==> config.mk <==
export PLATFORM = sky130hd
export DESIGN_NAME = hta_queue
export DESIGN_NICKNAME = d
export VERILOG_FILES = /design/src/rtl/hta_pkg.sv /design/src/rtl/hta_queue.sv
export SDC_FILE = /design/constraint.sdc
export NUM_CORES = 1
export LEC_CHECK = 0
export BUFFER_PORTS_ARGS = -buffer_cell sky130_fd_sc_hd__buf_2
export CORE_ASPECT_RATIO = 1.2
export CORE_MARGIN = 2
export CORE_UTILIZATION = 52
export DETAILED_ROUTE_END_ITERATION = 8
export PLACE_DENSITY = 0.76
export SYNTH_ARGS = -nofsm -noshare
export SYNTH_HDL_FRONTEND = slang
export SYNTH_SLANG_ARGS = --single-unit
==> constraint.sdc <==
create_clock -name clk -period 4.87 [get_ports clk]
set_clock_uncertainty 0.1 [all_clocks]
set_input_delay 0.974 -clock clk [delete_from_list [all_inputs] [get_ports clk]]
set_output_delay 0.974 -clock clk [all_outputs]
set_load 0.1 [all_outputs]
==> src/rtl/hta_pkg.sv <==
package hta_pkg;

	localparam int SLOTS_DEF = 64;
	localparam int IDX_W = 15;
	localparam int INST_W = 13;
	localparam int HOUT_W = 31;
	localparam int CNT_W = 7;
	localparam logic [CNT_W-1:0] CNT_MAX = 7'd127;

	localparam logic [2:0] FN_ADD = 3'd0;
	localparam logic [2:0] FN_DUP = 3'd1;
	localparam logic [2:0] FN_LOOKUP = 3'd2;
	localparam logic [2:0] FN_CLOSE = 3'd3;
	localparam logic [2:0] FN_COUNT = 3'd4;
	localparam logic [2:0] FN_POP = 3'd5;
	localparam logic [2:0] FN_RELALL = 3'd6;

	localparam logic [1:0] OWNER_PROCESS = 2'd0;
	localparam logic [1:0] OWNER_THREAD = 2'd1;
	localparam logic [1:0] OWNER_KERNEL = 2'd2;
	localparam logic [1:0] HDL_LOCAL = 2'b01;

	typedef enum logic [2:0] {
		CMD_ADD,
		CMD_DUP,
		CMD_LOOKUP,
		CMD_CLOSE,
		CMD_COUNT,
		CMD_POP,
		CMD_RELALL,
		CMD_NONE
	} cmd_t;

	typedef struct packed {
		cmd_t        cmd;
		logic [31:0] obj;
		logic [31:0] hdl;
		logic        idx_ok;
		logic        refused;
	} job_t;

	typedef enum logic [3:0] {
		ST_IDLE,
		ST_DISPATCH,
		ST_DUP_RD,
		ST_LOOKUP_RD,
		ST_FREE_SCAN,
		ST_CNT_RD,
		ST_CNT_CHK,
		ST_ERASE_RD,
		ST_ERASE_CHK,
		ST_SHIFT_RD,
		ST_SHIFT_WR,
		ST_POP_RD
	} state_t;

endpackage

==> src/rtl/hta_queue.sv <==
module hta_queue (
	input  logic          clk,
	input  logic          arst_n,
	input  logic          push,
	input  hta_pkg::job_t push_job,
	input  logic          pop,
	output logic          valid,
	output hta_pkg::job_t head
);

	hta_pkg::job_t entry_q [2];
	logic          wp_q;
	logic          rp_q;
	logic [1:0]    count_q;

	always_ff @(posedge clk or negedge arst_n) begin
		if (!arst_n) begin
			wp_q <= 1'b0;
			rp_q <= 1'b0;
			count_q <= 2'd0;
		end else begin
			if (push) begin
				wp_q <= ~wp_q;
			end
			if (pop) begin
				rp_q <= ~rp_q;
			end
			count_q <= count_q + 2'(push) - 2'(pop);
		end
	end

	always_ff @(posedge clk) begin
		if (push) begin
			entry_q[wp_q] <= push_job;
		end
	end

	assign valid = count_q != 2'd0;
	assign head = entry_q[rp_q];

endmodule

# == Word-level counts from Yosys, hierarchy flattened ==
# Memory sizes are Yosys's and may differ from the RTL's.
# Cells that the tools add are included.
# classes
addsub,2
n_mux,2
bitwise_logic,2
reduce_logical,1
# ops
operator,count
$add 2x1->2,1
$mux 1,2
$not 1->1,2
$reduce_bool 2->1,1
$sub 2x1->2,1
# totals
register_bits,4
mem_bits_rw,138
inputBits,73
mem_count,1
# memory_table
name,words,word_bits,read_ports,rd_clocked_by_memory_dff,write_ports,line_no,source
entry_q,2,69,1,0,1,hta_queue.sv:11,hta_pkg::job_t entry_q [2];

# == Longest topological paths before layout ==
# logic_depth
word_depth,2
ltp_mapped,5
mapped_depth_nobuf,5

# == Worst setup path before layout ==
# Ideal clock, no wire load.
# synth_timing
path_kind,input to register
startpoint,input port push
endpoint,"memory entry_q[0][0] (netlist name), enable pin"
setup_time_ns,0.505
arrival_time_ns,4.002
required_time_ns,4.265
setup_slack_ns,0.263
cell_stages,1
path_buffers,0
path_cell_list,nor2b_1
# synth_via
elab_chain_cells,2
# synth_rtl
item,line_no,source
start: declaration,hta_queue.sv:4,"input logic push,"
$mux 1,hta_queue.sv:33,if (push) begin
$mux 1 (not written as such),hta_queue.sv:34,entry_q[wp_q] <= push_job;
end: declaration,hta_queue.sv:11,
# No other way between the ends.

==> results.md <==
* Wire per inst at roughly 17 um
* Unrepaired setup endpoints after global routing: false
* Initial antenna violation count at 0
* Synthesized area per cell at ~24 um^2
* WL final at approximately 9000 um
* Post-CTS Setup Bufs at 0
* Max Root-Sink Buffers at 2
* Worst hold path type: in2async
* CP arrival at 2.53 ns
* Std-Cell Rows at 41
* Core footprint at 10400 um^2
* TritonCTS clock tree: done
* Worst Tran Pin Value at 0.983 ns
* # hold bufs at CTS at 0
* Status: finished, final reports clean
* GRT Total Usage at 0.155
* Final Hold Viols at 0
* Worst skew pair latency at roughly 0.40 ns
* CP startpoint kind: register
* I/O Buffers at around 140
* Largest net degree at the start of global routing at 70
* Worst-path maximum fanout at 52
* DR DRC count at 0
* Total vias in the final route at 2603
* Drt via density at 4.94
* Max cap viols at 0
* Via count of the first global-routing pass at 2561
* Ant diodes at 0
* Syn nets at 304
* Nets at 460
* Final Non-Filler Cells at about 530
* Die Footprint at between 10000 and 15000 um^2
* Dpl ws at 1.67 ns
* Placed cell count at 495
* Synthesis Warnings at 0
* Endpoints failing setup at 0
* Slew HR at 0.345
* Synthesis-to-layout area growth at 25.3%
* Setup TNS at 0 ns
* Post-DP HPWL at 5850 um
* GP Congestion at between 0.6 and 0.7
* Hold slack at 0.261 ns
* Gate Count Post-Synth at 229
* Max Freq at ~0.28 GHz
* Final min period at about 3.6 ns
* DR pass1 iterations at 4
* Most common cell after layout, fill and taps aside: buf_2
* Register area share after synthesis at 0.768
* Remaining global-route overflow at 0
* Final Cycle Share at 0.741
* Yosys reg bits at ~140
* Sink Count at 142
* Initial Util at 0.530
* CTS resizes at 0
* Starting DRT DRC Count at 138
* Antenna-violating nets left at 0
* Synth unique cells at 12
* Clk Tree Root Cell: clkbuf_16
* Share of cells above drive strength 1 at 0.618
* Setup Crit Path Kind: reg2out
* Post-Syn Area at around 5500 um^2
* R2R Path Start: wp_q
* Max-slew violations at 0
* Die X at between 90 and 100 um
* First-pass GRT wire length at between 10000 and 15000 um
* Most frequent cells in the layout: buf_2 (142), edfxtp_1 (138), mux2_4 (69)
* Critical Path RT at 3.80 ns
* Crit. End Element: primary output
* Clk slew on worst S/H paths at 0.05 ns
* CTS buffer count at 17
* # IOs at around 140
* Fillers at between 700 and 800
* CTS H-tree lvls at 4
* Crit path launch: rp_q
* PnR worst setup slack at around 1.3 ns
* Die Span Y at 117 um
## routing by layer
layer,vias up,part of all wire,GRT usage
met5,-,0,0
met4,0,0.018,0.0833
met2,94,0.54,0.266
met3,15,0.060,0.0570
li1,1217,-,-
met1,1277,0.38,0.170
## cells by family (layout without fill, tap and decap cells)
group	Yosys count	count (layout)	synth area share
flip-flops	142	142	0.768
multiplexers	69	69	0.188
buffers and inverters	10	179	0.0288
XOR/XNOR	3	3	0.00747
AND/OR/NAND/NOR	3	3	0.00340
adder cells (fa/ha/maj)	2	2	0.00453
## through the flow
step	instance area, um^2	utilization
after global placement	6290	0.604
after CTS	6920	0.665
final	6920	0.665
after global routing	6920	0.665
after floorplan	5520	-
after detailed placement	6290	0.604
## critical path, stage by stage, from the launching register on
cell     delay (ns)
dfrtp_4        1.08
buf_4          0.40
mux2_4         0.33
buf_2          0.29
## path summary, 6_finish.rpt
kind | cells after the start | end | slack, ns
min reg2reg | 1 | wp_q | 0.45
min | 1 | count_q[0] | 0.26
max | 3 | head[43] | 1.26
min in group clk | 1 | wp_q | 0.45
max in group asynchronous | 1 | rp_q | 4.28
max reg2reg | 2 | entry_q[0][40] | 2.97
## cell type report
class / count / area (um^2) / share of cell area
clock buffers: 20 / 437 / 0.0631
clock inverters: 12 / 193 / 0.0278
inverters: 2 / 7.51 / 0.00108
multi-input cells: 77 / 1130 / 0.163
flip-flops and latches: 142 / 4250 / 0.614
well taps: 129 / 161 / 0.0233
repair buffers: 145 / 746 / 0.108
## synthesized netlist by cell type
cell type	count	area (um^2)
inv_1	2	7.51
xor2_1	2	17.5
buf_12	7	140
buf_6	1	11.3
edfxtp_1	138	4140
or2_2	1	6.26
dfrtp_1	4	100
ha_1	2	25.0
and2_1	1	6.26
mux2_4	69	1040
nor2b_1	1	6.26
xor3_1	1	23.8
## flip-flops by register name, summed over array words and instances, names as in the netlist
signal	flops
entry_q	138
rp_q	1
wp_q	1
count_q	2
Power is not shown: default switching activity piles up to over one toggle a cycle in this logic, so the estimate is an artifact.
