--- src/rtl/hta_pkg.sv ---
package hta_pkg;

	localparam int SLOTS_DEF = 64;
	localparam int IDX_W = 15;
	localparam int INST_W = 13;
	localparam int HOUT_W = 31;
	localparam int CNT_W = 7;
	localparam logic [CNT_W-1:0] CNT_MAX = 7'd127;

	localparam logic [2:0] FN_ADD = 3'd0;
	localparam logic [2:0] FN_DUP = 3'd1;
	localparam logic [2:0] FN_LOOKUP = 3'd2;
	localparam logic [2:0] FN_CLOSE = 3'd3;
	localparam logic [2:0] FN_COUNT = 3'd4;
	localparam logic [2:0] FN_POP = 3'd5;
	localparam logic [2:0] FN_RELALL = 3'd6;

	localparam logic [1:0] OWNER_PROCESS = 2'd0;
	localparam logic [1:0] OWNER_THREAD = 2'd1;
	localparam logic [1:0] OWNER_KERNEL = 2'd2;
	localparam logic [1:0] HDL_LOCAL = 2'b01;

	typedef enum logic [2:0] {
		CMD_ADD,
		CMD_DUP,
		CMD_LOOKUP,
		CMD_CLOSE,
		CMD_COUNT,
		CMD_POP,
		CMD_RELALL,
		CMD_NONE
	} cmd_t;

	typedef struct packed {
		cmd_t        cmd;
		logic [31:0] obj;
		logic [31:0] hdl;
		logic        idx_ok;
		logic        refused;
	} job_t;

	typedef enum logic [3:0] {
		ST_IDLE,
		ST_DISPATCH,
		ST_DUP_RD,
		ST_LOOKUP_RD,
		ST_FREE_SCAN,
		ST_CNT_RD,
		ST_CNT_CHK,
		ST_ERASE_RD,
		ST_ERASE_CHK,
		ST_SHIFT_RD,
		ST_SHIFT_WR,
		ST_POP_RD
	} state_t;

endpackage

--- src/rtl/hta_front.sv ---
module hta_front #(
	parameter int SLOTS = hta_pkg::SLOTS_DEF
) (
	input  logic              clk,
	input  logic              arst_n,
	input  logic              accept,
	input  logic [2:0]        func,
	input  logic [31:0]       object_id,
	input  logic [31:0]       handle,
	input  logic [1:0]        owner_kind,
	output logic              push,
	output hta_pkg::job_t     job
);

	logic          valid_s1;
	hta_pkg::job_t job_s1;
	hta_pkg::job_t job_c;

	always_comb begin
		job_c.obj = object_id;
		job_c.hdl = handle;
		job_c.idx_ok = {1'b0, handle[hta_pkg::IDX_W-1:0]} < 16'(SLOTS);
		job_c.refused = (owner_kind == hta_pkg::OWNER_PROCESS) &&
			(handle[31:30] != hta_pkg::HDL_LOCAL);
		case (func)
			hta_pkg::FN_ADD: job_c.cmd = hta_pkg::CMD_ADD;
			hta_pkg::FN_DUP: job_c.cmd = hta_pkg::CMD_DUP;
			hta_pkg::FN_LOOKUP: job_c.cmd = hta_pkg::CMD_LOOKUP;
			hta_pkg::FN_CLOSE: job_c.cmd = hta_pkg::CMD_CLOSE;
			hta_pkg::FN_COUNT: job_c.cmd = hta_pkg::CMD_COUNT;
			hta_pkg::FN_POP: job_c.cmd = hta_pkg::CMD_POP;
			hta_pkg::FN_RELALL: job_c.cmd = hta_pkg::CMD_RELALL;
			default: job_c.cmd = hta_pkg::CMD_NONE;
		endcase
	end

	always_ff @(posedge clk or negedge arst_n) begin
		if (!arst_n) begin
			valid_s1 <= 1'b0;
		end else begin
			valid_s1 <= accept;
		end
	end

	always_ff @(posedge clk) begin
		if (accept) begin
			job_s1 <= job_c;
		end
	end

	assign push = valid_s1;
	assign job = job_s1;

endmodule

--- config.mk ---
export PLATFORM = sky130hd
export DESIGN_NAME = hta_front
export DESIGN_NICKNAME = d
export VERILOG_FILES = /design/src/rtl/hta_pkg.sv /design/src/rtl/hta_front.sv
export SDC_FILE = /design/constraint.sdc
export NUM_CORES = 1
export LEC_CHECK = 0
export BUFFER_PORTS_ARGS = -buffer_cell sky130_fd_sc_hd__buf_2
export CORE_ASPECT_RATIO = 0.7
export CORE_MARGIN = 4
export CORE_UTILIZATION = 44
export DETAILED_ROUTE_END_ITERATION = 10
export PLACE_DENSITY = 0.83
export SLEW_MARGIN = 20
export SYNTH_ARGS = -nofsm -noshare
export SYNTH_HDL_FRONTEND = slang
export SYNTH_SLANG_ARGS = --single-unit
--- constraint.sdc ---
create_clock -name clk -period 1.3 [get_ports clk]
set_clock_uncertainty 0.15 [all_clocks]
set_input_delay 0 -clock clk [delete_from_list [all_inputs] [get_ports clk]]
set_output_delay 0 -clock clk [all_outputs]
set_load 0.01 [all_outputs]
# Yosys cells after proc, flatten, opt, wreduce, memory -nomap -nowiden

Index checks and enable logic that the tools add are counted.

$lt $le $gt $ge: 1
Equality and inequality tests: 7
Muxes and demuxes: 1
Reductions and logical operators: 3

Operator list:

| cell                | number |
|---|---|
| $pmux 3 s7          | 1 |
| $lt 15x7->1 const B | 1 |
| $eq 3x3->1 const B  | 3 |
| $eq 3x2->1 const B  | 2 |
| $eq 3x1->1 const B  | 1 |
| $logic_not 3->1     | 1 |
| $logic_not 2->1     | 1 |
| $ne 2x1->1 const B  | 1 |
| $logic_and 1x1->1   | 1 |

Bits in registers: 70
Bits of input ports: 72
Output and inout port bits: 70
Word-level logic and storage cells: 18

# Logic depth before layout (Yosys ltp)

Gate-level depths: netlist of the first run.

Word-level depth: 2
Mapped depth: 2
Gate-level depth less buffers: 2

# Worst setup path before layout of the first run

OpenSTA, ideal clock, no wires.

Path kind: input-to-reg
Start point: input port handle[12]
End point: register job_s1, in the netlist job[1] (data pin)
Setup time: 0.170 ns
Data arrival time: 0.702 ns
Data required time: 0.980 ns
Setup slack: 0.279 ns
Stages: 2
Buffers on the path: 0
Cell sequence: or4_4 nor4_2

RTL lines:

| what                 | RTL line        | source |
|---|---|---|
| from (decl)          | hta_front.sv:9  | `input logic [31:0] handle,` |
| to (signal assigned) | hta_front.sv:47 | `job_s1 <= job_c;` |
| to (decl)            | hta_front.sv:16 | `hta_pkg::job_t job_s1;` |

==> flow_summary.ini, run 1 <==
[status]
status = complete, but fails checks
failed_checks = hold timing

[synthesis]
synthFlopType = edfxtp_1
synth.area.top_cells = edfxtp_1 (96%), dfrtp_1 (1.2%), nor4_2 (0.58%)
synth_edf_count = 69
synth.most_common_cell = edfxtp_1
synth_commonest_cells = edfxtp_1 (69), clkbuf_1 (3)
yosys.area.top_type = edfxtp_1
syn_avg_cell_area_sq_um = 27.6
yosysSeqAreaShare_pct = 97.6
synth_warnings = 0
async_reset_ff_share_pct = 1.43
ys_seq_elements = 70
synth_area_sq_um = 2150
synth_top_cell_area_share_pct = 96.4
synth_cells = 78
ys_types = 8
syn_nets = 150

[drt]
vias = 1663
viasPerCell = 4.51
drtPass1Iterations = 4
wl_per_cell_um = 17.3
ant_nets = 0
drcViolationCount = 0
drt_iter0_markers = 79
totalWireLength_mm = 6.37

[cts]
cts_tree = done
post_cts_buffers = 0
cts_sinks = 70
root_buffer = clkbuf_8
clkTransAtPathRegs_ns = 0.07
cts_max_level = 3
clk_path_buf_depth = 2
cts_buffers = 9

[place]
place_ws_ns = 0.140
port_buffers = 141
place_congestion = 0.710
place_inst = 283

[cells_and_area]
instances_no_fill = 369
seqCellArea_sq_um = 2100
nets = 370
drive_gt1_share_pct = 52.1
multi_input_area_sq_um = 51.3
fillers = 208
syn2layout_area_growth_pct = 78.1
antenna_cells = 0

[floorplanning]
die_height_um = 66.5
core_sq_um = 4530
ioPinCount = 142
die_area_sq_um = 6090
die_w_um = 91.5
rows = 20
start_util_pct = 47.5

[worst_setup_path]
crit_type = in -> reg
critPathLaunchType = input pin
worst-endpoint-arrival_ns = 1.25
end_kind = register
critPathRequiredTime_ns = 1.31
crit_fanout = 2

[pwr]
power_mw = 4.76
peakVddDrop_mv = 1.09
p_per_area_nw_per_um2 = 1240
power.leakage_nw = 1.64

[global_route]
gr-total-overflow = 0
grt_pass1_wl_mm = 9.76
grt_max_degree = 71
antenna_found_initial = 0
grt_pass1_vias = 1889
grtUsageTotal_pct = 22.3

[sta]
period_needed_ns = 1.25
relSlewSlack_pct = 77.0
setup_tns_ns = 0
finalCritPeriodShare_pct = 95.9
fmax_ghz = 0.802
rsz0062_at_grt = false
tightest_slew_ns = 0.345
finalSetupViolCount = 0
hold_viol = 4
hold_ws_ns = -0.278
fin_ws_ns = 0.0529
drv_slew = 0

[hold_path]
hold_path.class = in -> reg

[flow_run]
drv_cap = 0
==> layout make-up <==
class                      instances  share of cell area (%)
clock buffer                       9                    3.24
clock inverter                     7                    1.08
inverter                           1                  0.0980
multi-input combinational          4                    1.34
sequential                        70                    54.8
tap                               66                    2.16
timing repair buffer             212                    37.3
==> layout by cell type (no fill, tap or decap) <==
cell type	n
buf_2	141
dlygate4sd3_1	69
edfxtp_1	69
clkbuf_8	9
clkinvlp_4	4
clkinv_1	3
inv_1	1
a211oi_1	1
or4_4	1
or3_4	1
nor4_4	1
dlymetal6s4s_1	1
buf_12	1
dfrtp_1	1
==> flip-flops by register name (all words and copies together), names as in the netlist <==
signal and cells:
job 69, push 1
==> through the flow <==
step	cell area, sq um	util, %	hold slack [ns]
final	3830	84.5	-0.278
after global placement	2950	65.1	-0.375
after floorplan	2150	-	-0.446
after detailed placement	2950	65.1	-0.371
after global routing	3830	84.5	-0.305
after CTS	3800	84.0	-0.300
==> timing repair <==
action | 4_1_cts | 5_1_grt
endpoints found under the setup margin | 0 | 1
hold buffers | 69 | 1
endpoints found under the hold margin | 71 | 5
resized for setup | 0 | 3
==> where the power goes <==
group,internal [mW],switching [mW],total [mW]
Combinational,0.333,0.285,0.618
Clock,0.670,0.747,1.42
Sequential,2.68,0.0491,2.72
Total,3.68,1.08,4.76
==> cell families (layout without fill, tap and decap cells) <==
logic type / count (synthesis) / count (layout) / share of synthesized area, %
AND/OR/NAND/NOR: 3 / 3 / 1.40
AO/OA/AOI/OAI: 1 / 1 / 0.349
buffers and inverters: 4 / 229 / 0.698
flip-flops: 70 / 70 / 97.6
==> final timing paths <==
kind | startpoint | endpoint | slack, ns | cells past startpoint
max | handle[14] | job[1] | 0.05 | 4
min | handle[10] | job[12] | -0.28 | 1
max in group asynchronous | arst_n | push | 0.54 | 3
min in group asynchronous | arst_n | push | 0.36 | 3
==> critical path, stage by stage <==
cell	delay [ns]
dlygate4sd3_1	0.53
buf_2	0.14
or3_4	0.37
nor4_4	0.21
==> layer usage <==
metal | GRT usage, % | vias up | routed length [um]
met5 | 0 | - | 0
met4 | 8.46 | 0 | 155
met3 | 13.5 | 20 | 894
met2 | 37.5 | 129 | 3090
met1 | 23.0 | 761 | 2230
li1 | - | 753 | -
Note: power is estimated with default switching activity, not from simulation.
==> run 2: changes to the inputs <==
==> constraint.sdc (replaced) <==
create_clock -name clk -period 1.5 [get_ports clk]
set_clock_uncertainty 0.15 [all_clocks]
set_input_delay 0 -clock clk [delete_from_list [all_inputs] [get_ports clk]]
set_output_delay 0 -clock clk [all_outputs]
set_load 0.01 [all_outputs]
==> flow_summary.ini, run 2 (synthesized netlist as in run 1, its figures left out) <==
[status]
status = finished clean

[floorplanning]
ioPinCount = 142
core_sq_um = 4530
rows = 20
start_util_pct = 47.5
die_area_sq_um = 6090
die_height_um = 66.5
die_w_um = 91.5

[sta]
finalCritPeriodShare_pct = 95.4
finalSetupViolCount = 0
relSlewSlack_pct = 76.7
period_needed_ns = 1.43
hold_viol = 0
tightest_slew_ns = 0.350
fmax_ghz = 0.699
fin_ws_ns = 0.0690
rsz0062_at_grt = false
setup_tns_ns = 0
drv_slew = 0

[global_route]
grt_pass1_vias = 1891
antenna_found_initial = 0
grtUsageTotal_pct = 24.3
grt_max_degree = 71
grt_pass1_wl_mm = 10.5
gr-total-overflow = 0

[cts]
ctsResizeCount = 0
cts_buffers = 9
cts_sinks = 70
clkTransAtPathRegs_ns = 0.07
cts_max_level = 3
root_buffer = clkbuf_8
clk_path_buf_depth = 2
cts_tree = done

[cells_and_area]
largest_reg_flops = 69
final_common_cell = buf_2
fillers = 202
syn2layout_area_growth_pct = 77.7
nets = 372
multi_input_area_sq_um = 37.5
antenna_cells = 0
seqCellArea_sq_um = 2100
mostFrequentLayoutCells = buf_2 (141), dlygate4sd3_1 (72), edfxtp_1 (69), clkbuf_8 (9)
drive_gt1_share_pct = 51.8
instances_no_fill = 369
fin_area_sq_um = 3820

[hold_path]
holdPathStages = 2
hold_path.class = in -> reg

[drt]
totalWireLength_mm = 6.74
vias = 1663
wl_per_cell_um = 18.3
viasPerCell = 4.51
drtPass1Iterations = 4
drcViolationCount = 0
ant_nets = 0
drt_iter0_markers = 109

[flow_run]
drv_cap = 0

[worst_setup_path]
worst-endpoint-arrival_ns = 1.48
critical_path.max_stage_delay_ns = 0.59
crit_fanout = 2
critPathRequiredTime_ns = 1.55
path_cells = dlygate4sd3_1 -> buf_2 -> inv_1 -> a211oi_1 -> dlygate4sd3_1
cpMostUsedCell = dlygate4sd3_1
crit_type = in -> reg
end_kind = register
cpMaxStageDelayCell = dlygate4sd3_1
critPathLaunchType = input pin

[place]
dpl-instance-area_sq_um = 2950
place_inst = 283
port_buffers = 141
place_congestion = 0.700
place_ws_ns = 0.335

[pwr]
peakVddDrop_mv = 0.736
power.switching_uw = 945
p_per_area_nw_per_um2 = 1080
p_int_mw = 3.18
p_seq_share_pct = 57.3
p_sw_share_pct = 22.9
power.leakage_nw = 1.64
clkPwrFrac_pct = 29.7
power_mw = 4.12
power_frac_comb_pct = 13.0
## run 2: cell count changes in the layout (fill, tap and decap cells not counted)
cell            delta
dlygate4sd3_1      +3
clkinv_1           -2
clkinv_2           +2
clkinvlp_4         -2
dlymetal6s4s_1     -1
nor4_2             +1
nor4_4             -1
or3_1              +1
or3_4              -1
## run 2: final timing paths
kind | start | end | slack (ns)
hold / removal | object_id[3] | job[37] | 0.23
max in group asynchronous | arst_n | push | 0.72
min in group asynchronous | arst_n | push | 0.37
setup / recovery | handle[31] | job[0] | 0.07
## run 2: layout make-up
class | instances | share of cell area (%)
Sequential cell | 70 | 54.9
Timing Repair Buffer | 214 | 37.9
Clock buffer | 9 | 3.24
Tap cell | 66 | 2.16
Multi-Input combinational cell | 4 | 0.983
Clock inverter | 5 | 0.753
Inverter | 1 | 0.0983
## run 2: what timing repair did
action | in CTS | in global routing
hold endpoints to repair | 71 | 0
buffers inserted | 0 | 0
hold buffers | 72 | 0
## run 2: critical path, delay by kind of cell
kind            cells  cell delay, ns
compound gates      1            0.21
buf+inv             4            1.28
## run 2: power groups by stage
stage,registers (mW),logic [mW],clock network [mW]
6_report,2.36,0.537,1.22
5_1_grt,2.38,0.576,1.35
4_1_cts,2.35,0.523,1.23
3_5_place_dp,2.39,0.377,0
3_3_place_gp,2.39,0.369,0
2_1_floorplan,2.49,0.00592,0
## run 2: per-stage QoR
stage	hold slack, ns	util, %
2_1_floorplan	-0.446	-
3_3_place_gp	-0.375	65.1
3_5_place_dp	-0.375	65.1
4_1_cts	0.195	84.3
5_1_grt	0.203	84.3
6_report	0.226	84.3
## run 2: routing by layer
| metal | vias up | global-route usage [%] | wire, um |
|---|---|---|---|
| li1 | 753 | - | - |
| met1 | 791 | 23.6 | 2390 |
| met2 | 109 | 44.8 | 3520 |
| met3 | 10 | 10.4 | 733 |
| met4 | 0 | 11.7 | 100 |
| met5 | - | 0 | 0 |
==> run 3: changes to the inputs <==
--- a/config.mk
+++ b/config.mk
@@ -10,8 +10,9 @@
 export CORE_MARGIN = 4
 export CORE_UTILIZATION = 44
 export DETAILED_ROUTE_END_ITERATION = 10
-export PLACE_DENSITY = 0.83
-export SLEW_MARGIN = 20
+export PLACE_DENSITY = 0.87
+export SKIP_CTS_REPAIR_TIMING = 1
+export SLEW_MARGIN = 30
 export SYNTH_ARGS = -nofsm -noshare
 export SYNTH_HDL_FRONTEND = slang
 export SYNTH_SLANG_ARGS = --single-unit
==> flow_summary.ini, run 3 (synthesized netlist as in run 1, its figures left out) <==
[sta]
rsz0062_at_grt = false
relSlewSlack_pct = 74.8
drv_slew = 0
tightest_slew_ns = 0.376
setup_tns_ns = 0
hold_ws_ns = 0.236
fmax_ghz = 0.705
finalSetupViolCount = 0
hold_viol = 0
fin_ws_ns = 0.0806
period_needed_ns = 1.42
finalCritPeriodShare_pct = 94.6

[floorplanning]
core_sq_um = 4530
start_util_pct = 47.5
ioPinCount = 142
die_height_um = 66.5
die_w_um = 91.5
die_area_sq_um = 6090
rows = 20

[cells_and_area]
instances_no_fill = 371
final_common_cell = buf_2
syn2layout_area_growth_pct = 77.6
fillers = 211
multi_input_area_sq_um = 37.5
seqCellArea_sq_um = 2100
drive_gt1_share_pct = 50.5
antenna_cells = 0
fin_util_pct = 84.3
largest_reg_flops = 69
mostFrequentLayoutCells = buf_2 (141), dlygate4sd3_1 (72), edfxtp_1 (69), clkbuf_8 (9), clkbuf_1 (5)
nets = 372
fin_area_sq_um = 3820

[worst_setup_path]
cp-startpoint = handle[12]
worst-endpoint-arrival_ns = 1.42
critPathTopFamily = simple AND/OR/NAND/NOR gates
crit_fanout = 2
end_kind = register
critPathRequiredTime_ns = 1.50
crit_type = in -> reg
critical_path.max_stage_delay_ns = 0.54
critPathLaunchType = input pin
cpMaxStageDelayCell = dlygate4sd3_1
path_cells = dlygate4sd3_1 -> buf_2 -> or4_4 -> nor4_2
cp_num_buf_inv = 2

[hold_path]
worstHoldStart = handle[3]
hold_path.class = in -> reg

[pwr]
p_per_area_nw_per_um2 = 1080
power.leakage_nw = 1.64
peakVddDrop_mv = 0.924
power_mw = 4.12

[cts]
cts_max_level = 3
clk_path_buf_depth = 2
cts_buffers = 9
cts_sinks = 70
root_buffer = clkbuf_8
cts_tree = done
clkTransAtPathRegs_ns = 0.08

[drt]
drt_iter0_markers = 117
drcViolationCount = 0
wl_per_cell_um = 18.5
ant_nets = 0
viasPerCell = 4.57
drtPass1Iterations = 4
totalWireLength_mm = 6.87
vias = 1696

[global_route]
grt_pass1_vias = 1383
grtUsageTotal_pct = 15.5
gr-total-overflow = 0
grt_max_degree = 71
antenna_found_initial = 0
grt_pass1_wl_mm = 6.75

[status]
status = finished clean

[flow_run]
drv_cap = 0

[place]
place_inst = 283
dpl-instance-area_sq_um = 2950
place_congestion = 0.644
port_buffers = 141
place_ws_ns = 0.325
run 3: changes by cell type in the layout (fill, tap and decap cells not counted), sizes merged:
| cell | change |
|---|---|
| clkbuf | +5 |
| clkinv | -1 |
| clkinvlp | -2 |
run 3: worst paths after layout:
kind                          end  slack [ns]  cells after the start
max                        job[1]        0.08                      4
min                        job[5]        0.24                      2
max in group asynchronous    push        0.74                      3
min in group asynchronous    push        0.35                      3
run 3: report_power, final:
| part | switching, mW | internal [mW] |
|---|---|---|
| registers | 0.0430 | 2.32 |
| logic | 0.252 | 0.290 |
| clock network | 0.622 | 0.596 |
| total | 0.917 | 3.21 |
run 3: final cells by class:
class | instances | area share [%]
Tap cell | 66 | 2.16
Clock inverter | 2 | 0.229
Inverter | 1 | 0.0983
Timing Repair Buffer | 214 | 37.9
Multi-Input combinational cell | 4 | 0.983
Clock buffer | 14 | 3.74
Sequential cell | 70 | 54.9
run 3: per-layer routing:
metal | vias to the layer above | track usage [%] | routed length, um
met4 | 0 | 6.77 | 120
met3 | 10 | 11.2 | 847
met2 | 120 | 25.3 | 3420
li1 | 756 | - | -
met1 | 810 | 15.0 | 2480
met5 | - | 0 | 0
